### src/sv/rotm_pkg.sv
// ----------------------------------------------------------------------------
// rotm_pkg
// Shared types and constants of the axis-angle to rotation matrix block.
// ----------------------------------------------------------------------------
package rotm_pkg;

    localparam int ATAN_LEN = 24;
    localparam int XW       = 33;   // CORDIC x/y/z width, Q30
    localparam int KW       = 16;   // axis component width
    localparam int OW       = 18;   // matrix entry width
    localparam int NE       = 9;    // matrix entries

    localparam logic signed [XW-1:0] CORDIC_GAIN = 33'sd652032874;
    localparam logic signed [XW-1:0] ONE_Q30     = 33'sd1073741824;

    localparam logic signed [XW-1:0] ATAN_TURNS [ATAN_LEN] = '{
        33'h020000000, 33'h012E4051E, 33'h009FB385B, 33'h0051111D4,
        33'h0028B0D43, 33'h00145D7E1, 33'h000A2F61E, 33'h000517C55,
        33'h00028BE53, 33'h000145F2F, 33'h0000A2F98, 33'h0000517CC,
        33'h000028BE6, 33'h0000145F3, 33'h00000A2FA, 33'h00000517D,
        33'h0000028BE, 33'h00000145F, 33'h000000A30, 33'h000000518,
        33'h00000028C, 33'h000000146, 33'h0000000A3, 33'h000000051
    };

    typedef enum logic [1:0] {SG_NONE, SG_PLUS, SG_MINUS} t_sgn;

    // quadratic terms: 0 xx, 1 yy, 2 zz, 3 xy, 4 xz, 5 yz
    // sine terms:      0 x,  1 y,  2 z
    localparam logic [2:0] ENT_QUAD [NE] = '{3'd0, 3'd3, 3'd4, 3'd3, 3'd1, 3'd5,
                                              3'd4, 3'd5, 3'd2};
    localparam logic [1:0] ENT_SIN  [NE] = '{2'd0, 2'd2, 2'd1, 2'd2, 2'd0, 2'd0,
                                              2'd1, 2'd0, 2'd0};
    localparam t_sgn       ENT_SGN  [NE] = '{SG_NONE, SG_MINUS, SG_PLUS,
                                              SG_PLUS, SG_NONE, SG_MINUS,
                                              SG_MINUS, SG_PLUS, SG_NONE};
    localparam logic       ENT_DIAG [NE] = '{1'b1, 1'b0, 1'b0, 1'b0, 1'b1, 1'b0,
                                              1'b0, 1'b0, 1'b1};

    typedef struct packed {
        logic signed [XW-1:0] x;
        logic signed [XW-1:0] y;
        logic signed [XW-1:0] z;
        logic [1:0]           quad;
        logic signed [KW-1:0] kx;
        logic signed [KW-1:0] ky;
        logic signed [KW-1:0] kz;
    } t_cordic;

endpackage

### src/sv/rotm_cordic_stage.sv
// ----------------------------------------------------------------------------
// rotm_cordic_stage
// One registered CORDIC rotation step with its own valid and backpressure.
// ----------------------------------------------------------------------------
module rotm_cordic_stage import rotm_pkg::*; #(
    parameter int STEP = 0
) (
    input  logic    i_clk,
    input  logic    i_rst_n,
    input  logic    i_valid,
    output logic    o_ready,
    input  t_cordic i_data,
    output logic    o_valid,
    input  logic    i_ready,
    output t_cordic o_data
);

    localparam logic [4:0] IDX = STEP[4:0];

    logic    r_v;
    t_cordic r_d;
    t_cordic n_d;
    logic    w_en;

    assign w_en    = !r_v || i_ready;
    assign o_ready = w_en;
    assign o_valid = r_v;
    assign o_data  = r_d;

    always_comb begin
        n_d = i_data;
        if (!i_data.z[XW-1]) begin
            n_d.x = i_data.x - (i_data.y >>> STEP);
            n_d.y = i_data.y + (i_data.x >>> STEP);
            n_d.z = i_data.z - ATAN_TURNS[IDX];
        end else begin
            n_d.x = i_data.x + (i_data.y >>> STEP);
            n_d.y = i_data.y - (i_data.x >>> STEP);
            n_d.z = i_data.z + ATAN_TURNS[IDX];
        end
    end

    always_ff @(posedge i_clk) begin
        if (!i_rst_n) begin
            r_v <= 1'b0;
        end else if (w_en) begin
            r_v <= i_valid;
        end
        if (w_en) begin
            r_d <= n_d;
        end
    end

endmodule

### config.mk
export PLATFORM = sky130hd
export DESIGN_NAME = rotm_cordic_stage
export DESIGN_NICKNAME = d
export VERILOG_FILES = /design/src/sv/rotm_pkg.sv /design/src/sv/rotm_cordic_stage.sv
export SDC_FILE = /design/constraint.sdc
export NUM_CORES = 1
export LEC_CHECK = 0
export BUFFER_PORTS_ARGS = -buffer_cell sky130_fd_sc_hd__buf_2
export CAP_MARGIN = 25
export CORE_ASPECT_RATIO = 1.4
export CORE_UTILIZATION = 45
export DETAILED_ROUTE_END_ITERATION = 7
export PLACE_DENSITY = 0.82
export SKIP_LAST_GASP = 1
export SLEW_MARGIN = 20
export SYNTH_ARGS = -nofsm -noshare
export SYNTH_HDL_FRONTEND = slang
export SYNTH_SLANG_ARGS = --single-unit
### constraint.sdc
create_clock -name i_clk -period 7.42 [get_ports i_clk]
set_clock_uncertainty 0.15 [all_clocks]
set_input_delay 1.113 -clock i_clk [delete_from_list [all_inputs] [get_ports i_clk]]
set_output_delay 1.113 -clock i_clk [all_outputs]
set_load 0.1 [all_outputs]
# ---- Yosys cells after proc, flatten, opt, wreduce, memory -nomap -nowiden
# Cells that the tools add are included.
dict set report word_totals {
  register_bits 150
  in_bits 153
  out_inout_bits 151
}
dict set report op_classes {
  add_sub_neg 5
  mux 1
  reduce_logical 2
}
# operator count
set op_table {}
lappend op_table {{two-way mux 99 bit} 1}
lappend op_table {{subtractor 33 bit} 2}
lappend op_table {{adder 33 x 31 -> 33 bit (second input constant)} 1}
lappend op_table {{adder 33 bit} 1}
lappend op_table {{subtractor 33 x 31 -> 33 bit (second input constant)} 1}
lappend op_table {{zero test 1 bit} 1}
lappend op_table {{logical OR 1 bit} 1}

# ---- Logic depth before layout (Yosys ltp)
# Gate-level depths: netlist (run 1).
dict set report logic_depth {
  depth_word 2
  mapped_depth 13
  mapped_depth_nobuf 13
}

# ---- Worst setup path before layout (run 1)
# Ideal clock, no wire load.
dict set report synth_path {
  path_kind {input to output}
  start {input i_ready}
  end {output o_ready}
  t_arrival_ps 5387
  required_ps 6157
  path_slack_ps 770
  cell_stages 1
  path_cell_list {nand2b_1}
}
dict set report synth_via {
  elab_chain_cells 1
}
# element line_no
set synth_rtl {}
lappend synth_rtl {{from (decl)} rotm_cordic_stage.sv:14} ;# input logic i_ready,
lappend synth_rtl {{logical OR 1 bit} rotm_cordic_stage.sv:25} ;# assign w_en = !r_v || i_ready;
lappend synth_rtl {{to (decl)} rotm_cordic_stage.sv:11} ;# output logic o_ready,
# No other way between the ends.

==> metrics.txt, run 1 <==
Worst Min Path Start=i_data[65]; Iteration-0 DRC Markers=740; Tmin final=4280 ps; # setup viols final=0; Post-CTS Setup Inserts=0; slew margin rel.=0.321; max frequency=~0.23 GHz; peak supply drop=230 µV; top cell type's share of synthesized area=0.436; Mapped Nets=1272; Buffers & Inverters on Critical Path=2; final-report hold violation count=0; WL final=approximately 31 mm; setup TNS=0 ps; crit path DAT=4310 ps; placed insts=~1.6k; Placer Congestion=a little under 1; synth top area cells=edfxtp_1, ha_1, a21oi_1; Crit Path Max Fanout=12; Starting Density=0.463; switching share of total power=0.481; proportion of layout cells with a drive suffix above 1=0.281; GRT Util Overall=0.264; status=finished, final reports clean; placed inst area=approximately 12000 µm²; I/O pin count=between 300 and 400; Post-CTS Resized=0; post-synthesis register bit count=149; Crit Path Class=in -> reg; Die H=180 µm; CP max-delay cell=a221oi_2; largest family of logic cells by synthesized area=compound AO/OA/AOI/OAI gates; crit share post-route=0.577; Clock transition at path regs=70 ps; max-slew violations=0; P_int=about 1.8 mW; Post-Synth Simple-Gate Area=0.113; die area=roughly 23000 µm²; Post-DRT Antenna Nets=0; Synth top cells by count=edfxtp_1, a21oi_1, inv_1; CTS tree=yes; Yosys cell types=77; vias in the first global route=slightly below 9k; Sink Count=149; Clock power frac=0.237; crit-path max cell delay=580 ps; P_sw=approximately 1.7 mW; grt total ovfl=0; Cells after Synth=1017; WP data required=around 7500 ps; Hold Slack=695 ps; final instance area=between 10000 and 15000 µm²; Synth async-reset ratio=0; largest net degree at the start of global routing=93; RR Startpoint=o_valid; global-route wire length before repair=46.3 mm; Die Width=about 130 µm; Hold Path Class=in -> reg; CP Capture Type=flip-flop; Site Rows=64; initial antenna violation count=2; via count=between 8k and 9k; Seq/Total Area, Yosys=0.438; H-Tree Depth=4; Gate power share=0.446; ys flop type=edfxtp_1; drt pass-1 iters=6; top cell family by delay on the critical path=compound AO/OA/AOI/OAI gates; DP Wirelength=about 24 mm; XOR/XNOR Fraction of Synth Area=0.0550; core region area=22000 µm²; routed len/inst=19.3 µm; Pleak=5.64 nW; Synth-to-Final Area Change=22.3%; Port Buffers=303; most frequent cell after synthesis=edfxtp_1; Worst-Margin Slew=1020 ps; power per cell area=278 nW/µm²; Syn Area/Cell=10.0 µm²; area leader, netlist=edfxtp_1; Worst Setup SP=i_data[88]; Pwr Total=3.47 mW; # fillers=1923; Clock Path Buffers=2; final net count=around 1.6k; number of synthesized flops with an enable pin=148; warnings from Yosys=0; Seq pwr share=0.317; mux cell area share after synthesis=0.0128; Max Cap Viol=0; compound-gate portion of the synthesized area=0.194; Post-Synth Adder-Cell Area=0.128; Vias/cell=5.56; hold buffers post-CTS=0; Synth Cell Area=~10000 µm²; root buf cell=clkbuf_16; final cell count without fillers=~1.6k; Crit path top cell by count=a221oi_2; worst-skew pair later-pin latency=430 ps; RSZ-0062 raised after global routing=no; critical-path cell list=buf_2, inv_1, ha_1, and2_4, a221oi_2, nand2_1, a221oi_2, o41ai_1, a41oi_1, a21oi_1, a2111oi_2, nor2_1, xor2_1; reg2reg setup slack=~4600 ps; DRC errors left=0; total CTS buffers=17; CP startpoint kind=primary input
[registers in the layout, indices dropped and copies added (netlist names)]
signal   count
o_data     148
o_valid      1
[cells in the final DEF (no fill, tap or decap), types with 13 or more instances in the layout]
master and instances:
clkbuf_16 17, edfxtp_1 148, inv_1 100, nor2_1 92
nand2_1 47, a21oi_1 106, buf_2 303, mux2i_1 13
nor3_1 18, nand3_1 14, a21o_1 18, xnor2_1 58
o21bai_1 16, o21ai_1 16, nor2b_1 13, ha_1 98
o21ai_0 46
[stage by stage]
step                setup slack (ps)   util
floorplan                        770      -
global placement                2810  0.541
detailed placement              2740  0.541
CTS                             3190  0.566
global route                    2960  0.566
finish                          3140  0.566
[power by group through the flow]
| stage | clock [mW] | combinational (mW) | sequential (mW) |
|---|---|---|---|
| floorplan | 0 | 0.400 | 1.97 |
| global placement | 0 | 1.53 | 1.11 |
| detailed placement | 0 | 1.53 | 1.12 |
| CTS | 0.833 | 1.54 | 1.10 |
| global route | 0.862 | 1.60 | 1.11 |
| finish | 0.823 | 1.55 | 1.10 |
[worst reg2reg max path: cells and delay by family (launching register included)]
kind          cells  cell delay [ps]
buf+inv           2             1390
simple gates      1              530
flops             1              330
[final cells by class]
class / count / area (µm²) / share of cell area
repair buffers: 307 / 1550 / 0.124
diodes: 2 / 5.00 / 0.000401
flip-flops and latches: 149 / 4460 / 0.358
clock inverters: 13 / 119 / 0.00953
well taps: 297 / 372 / 0.0298
multi-input cells: 716 / 5130 / 0.411
clock buffers: 19 / 433 / 0.0347
inverters: 107 / 402 / 0.0322
[per-layer routing]
metal  global-route usage  wire [µm]  vias to the layer above
met5                    0          0                        -
li1                     -          -                     4202
met2                0.465      15900                      475
met4                0.150       1420                        0
met1                0.294      11600                     4166
met3               0.0475       2070                      107
[final timing paths]
check | end | depth (start not counted)
worst min-delay path | o_data[65] | 1
worst min register to register | o_data[40] | 1
worst max register to register | o_data[0] | 3
worst max-delay path | o_data[148] | 13
[cell families after synthesis]
kind of cell,after synthesis
xor gates and xnor gates,64
DFF,149
and+or+nand+nor,241
AOI/OAI and AO/OA,296
adders and majority gates,102
buffers and inverters,152
muxes,13
Power figures use the tool's default switching activity.
==> run 2: changes to the inputs <==
Settings changed: PLACE_DENSITY 0.82 to 0.85.
Clock period 7.42 ns to 3.69 ns, I/O delays scaled along.
==> metrics.txt, run 2 (same netlist as run 1, synthesis figures left out) <==
Max Cap Viol=0; slew margin rel.=0.338; Global Route met3 Usage=0.0442; grt total ovfl=0; drt pass-1 iters=6; largest net degree at the start of global routing=116; global-route wire length before repair=48.6 mm; power per cell area=approximately 550 nW/µm²; Vias/cell=5.49; peak supply drop=434 µV; crit share post-route=0.909; Clock transition at path regs=70 ps; Synth-to-Final Area Change=27.9%; n_diodes=0; hold buffers post-CTS=0; commonest non-fill, non-tap cell in the layout=buf_2; max reg flops=148; total CTS buffers=17; final cell count without fillers=1681; Die H=180 µm; WP data required=approximately 3700 ps; most frequent cells in the layout=buf_2, edfxtp_1, a21oi_1, inv_1, ha_1; Post-CTS Setup Inserts=0; Iteration-0 DRC Markers=725; final net count=between 1.5k and 2k; # setup viols final=0; status=finished, final reports clean; routed len/inst=slightly below 20 µm; max-slew violations=0; Port Buffers=approximately 300; proportion of layout cells with a drive suffix above 1=0.320; Placer Congestion=~1.0; Clock Path Buffers=2; DRC errors left=0; final-report hold violation count=0; Crit Path Class=in -> reg; final core occ=0.592; CP Capture Type=flip-flop; Tmin final=3350 ps; dpl ws=-104 ps; H-Tree Depth=4; met2 global-route usage=0.499; max frequency=0.298 GHz; worst-skew pair later-pin latency=440 ps; DP Wirelength=~26 mm; Sink Count=149; GRT Util Overall=0.276; die area=23300 µm²; Die Width=129 µm; Site Rows=between 60 and 70; Post-DRT Antenna Nets=0; GRT met1 Usage=0.296; initial antenna violation count=0; CP startpoint kind=primary input; crit path DAT=about 3400 ps; CTS tree=yes; Post-CTS Resized=0; RSZ-0062 raised after global routing=no; Starting Density=0.463; core region area=22000 µm²; layer with the highest usage=met2; vias in the first global route=between 9k and 10k; I/O pin count=304; Pleak=6.02 nW; WL final=approximately 32 mm; placed insts=1649; worst setup margin=335 ps; Worst-Margin Slew=993 ps; root buf cell=clkbuf_16; Hold Slack=139 ps; Hold Path Class=in -> reg; Crit Path Max Fanout=6; via count=9223
run 2: routing by layer:
| layer | vias up | routed length, µm |
|---|---|---|
| li1 | 4335 | - |
| met1 | 4311 | 12000 |
| met2 | 456 | 16800 |
| met3 | 121 | 1800 |
| met4 | 0 | 1790 |
| met5 | - | 0 |
run 2: layout make-up:
cell class              instances  area, µm²
multi-input cells             716       5130
clock buffers                  18        429
fillers                      1849       8980
repair buffers                380       2110
clock inverters                14        140
inverters                     107        402
flip-flops and latches        149       4460
well taps                     297        372
run 2: per-stage QoR:
stage	setup TNS [ps]	cell area [µm²]	power [mW]
2_1_floorplan	0	10200	4.75
3_5_place_dp	-214	12500	5.45
4_1_cts	0	13000	7.18
6_report	0	13000	7.17
3_3_place_gp	-101	12500	5.42
5_1_grt	0	13000	7.40
run 2: path summary, 6_finish.rpt:
kind | end | cells after the start | slack (ps) | startpoint
max | o_data[148] | 15 | 340 | i_data[87]
min | o_data[43] | 1 | 140 | i_data[43]
max reg2reg | o_data[95] | 2 | 1790 | o_valid
min reg2reg | o_data[84] | 1 | 810 | o_valid
run 2: worst max-delay path, stage by stage:
cell and delay [ps]:
buf_2 100, inv_1 40, ha_1 360, and2_4 210
a221oi_2 300, nand2_1 170, a221oi_2 380, o41ai_1 110
buf_4 160, a41oi_1 270, buf_4 180, a21oi_1 70
a2111oi_2 200, nor2_1 100, xor2_1 150
run 2: report_power, final:
group | internal [mW] | switching, mW
Clock | 0.951 | 0.780
Combinational | 0.670 | 2.56
Sequential | 2.15 | 0.0621
Total | 3.77 | 3.40
==> run 3: changes to the inputs <==
Settings changed: CORE_UTILIZATION 45 to 50, PLACE_DENSITY 0.85 to 0.89.
Clock period 3.69 ns to 3.7 ns, I/O delays scaled along.
==> metrics.txt, run 3 (same netlist as run 1, synthesis figures left out) <==
Die Width=123 µm; max frequency=0.295 GHz; Post-CTS Setup Inserts=0; Min-Delay Path Depth=1; RR Startpoint=o_valid; Sink Count=149; Pwr Total=7.23 mW; core region area=19900 µm²; vias in the first global route=about 9.2k; Tmin final=3390 ps; status=finished, final reports clean; Max Cap Viol=0; commonest non-fill, non-tap cell in the layout=buf_2; Vias/cell=between 5 and 6; # setup viols final=0; final core occ=0.656; WP data required=3720 ps; total CTS buffers=17; power per cell area=~550 nW/µm²; Reg area=4460 µm²; n_diodes=0; DRC errors left=0; peak supply drop=422 µV; initial antenna violation count=0; r2r endpoint=o_data[94]; CP Capture Type=flip-flop; hold endpoint=o_data[49]; Port Buffers=303; reg2reg setup slack=1990 ps; I/O pin count=304; Placer Congestion=0.985; Hold Path Class=in -> reg; root buf cell=clkbuf_16; Pleak=about 6.0 nW; most frequent cells in the layout=buf_2, edfxtp_1, a21oi_1, inv_1, ha_1; WL final=33.1 mm; worst-skew pair later-pin latency=440 ps; Synth-to-Final Area Change=28.1%; CTS tree=yes; final-report hold violation count=0; CP startpoint kind=primary input; worst setup margin=307 ps; routed len/inst=20.2 µm; Starting Density=0.512; Worst Min Path Start=i_data[49]; Site Rows=61; Reg2Reg Depth=2; grt total ovfl=0; final net count=1629; Multi-input gate area=a little over 5000 µm²; crit path DAT=around 3400 ps; via count=roughly 9.4k; DP Wirelength=26.4 mm; Post-DRT Antenna Nets=0; Crit Path Max Fanout=5; max reg flops=between 100 and 150; Clock transition at path regs=70 ps; GRT Util Overall=0.320; Worst-Margin Slew=around 760 ps; crit share post-route=0.917; largest net degree at the start of global routing=91; # fillers=approximately 1.6k; Hold Slack=139 ps; max-slew violations=0; slew margin rel.=0.494; drt pass-1 iters=5; Die H=171 µm; proportion of layout cells with a drive suffix above 1=0.322; Crit Path Class=in -> reg; Iteration-0 DRC Markers=752; global-route wire length before repair=~50 mm; die area=around 21000 µm²; setup TNS=0 ps; Clock Path Buffers=2; H-Tree Depth=4; RSZ-0062 raised after global routing=no; dpl ws=-32.7 ps
==> run 3: cell count changes in the layout (fill, tap and decap cells not counted), sizes merged <==
cell      previous run  this run
buf                380       383
bufinv               1         2
clkinvlp             0         1
inv                111       109
==> run 3: routing by layer <==
layer / GRT usage / part of all wire / wire length (µm)
met5: 0 / 0 / 0
met3: 0.0677 / 0.068 / 2240
met1: 0.334 / 0.36 / 11800
met2: 0.573 / 0.51 / 17000
met4: 0.206 / 0.061 / 2010
==> run 3: worst max path at each step <==
stage / startpoint / endpoint / slack [ps] / cells past startpoint
after global routing: i_data[84] / o_data[108] / 160 / 15
after detailed placement: i_data[84] / o_data[108] / -30 / 15
after global placement: i_data[88] / o_data[108] / -5 / 15
final: i_data[84] / o_data[108] / 310 / 15
after CTS: i_data[84] / o_data[108] / 410 / 15
after floorplan: i_data[87] / o_data[114] / 520 / 13
==> run 3: cell type report <==
| cell class | instances | share of cell area |
|---|---|---|
| well taps | 252 | 0.0241 |
| inverters | 107 | 0.0308 |
| repair buffers | 383 | 0.164 |
| clock inverters | 14 | 0.0131 |
| clock buffers | 18 | 0.0329 |
| multi-input cells | 716 | 0.393 |
| flip-flops and latches | 149 | 0.342 |
==> run 3: what timing repair did <==
item | 4_1_cts | 5_1_grt
endpoints found under the setup margin | 0 | 1
hold buffers | 0 | 0
gates resized for setup | 0 | 1
==> run 3: power by group <==
group / switching, mW / internal (mW) / total [mW]
clock: 0.762 / 1.02 / 1.78
sequential: 0.0706 / 2.15 / 2.22
combinational: 2.56 / 0.674 / 3.23
==> run 3: through the flow <==
step,area (µm²),std cells
6_report,13100,1639
5_1_grt,13100,1639
4_1_cts,13100,1639
3_5_place_dp,12500,1607
3_3_place_gp,12500,1607
2_1_floorplan,10200,1017
==> run 3: worst max-delay path, stage by stage <==
cell and delay [ps]:
buf_2 130, inv_1 90, ha_1 320, nand2b_1 140, a221o_1 180, a21oi_2 80, o311ai_0 320, buf_4 180
a21oi_1 60, or2_1 260, a311oi_2 280, buf_4 180, o21ai_1 130, mux2i_1 380, xnor2_1 120
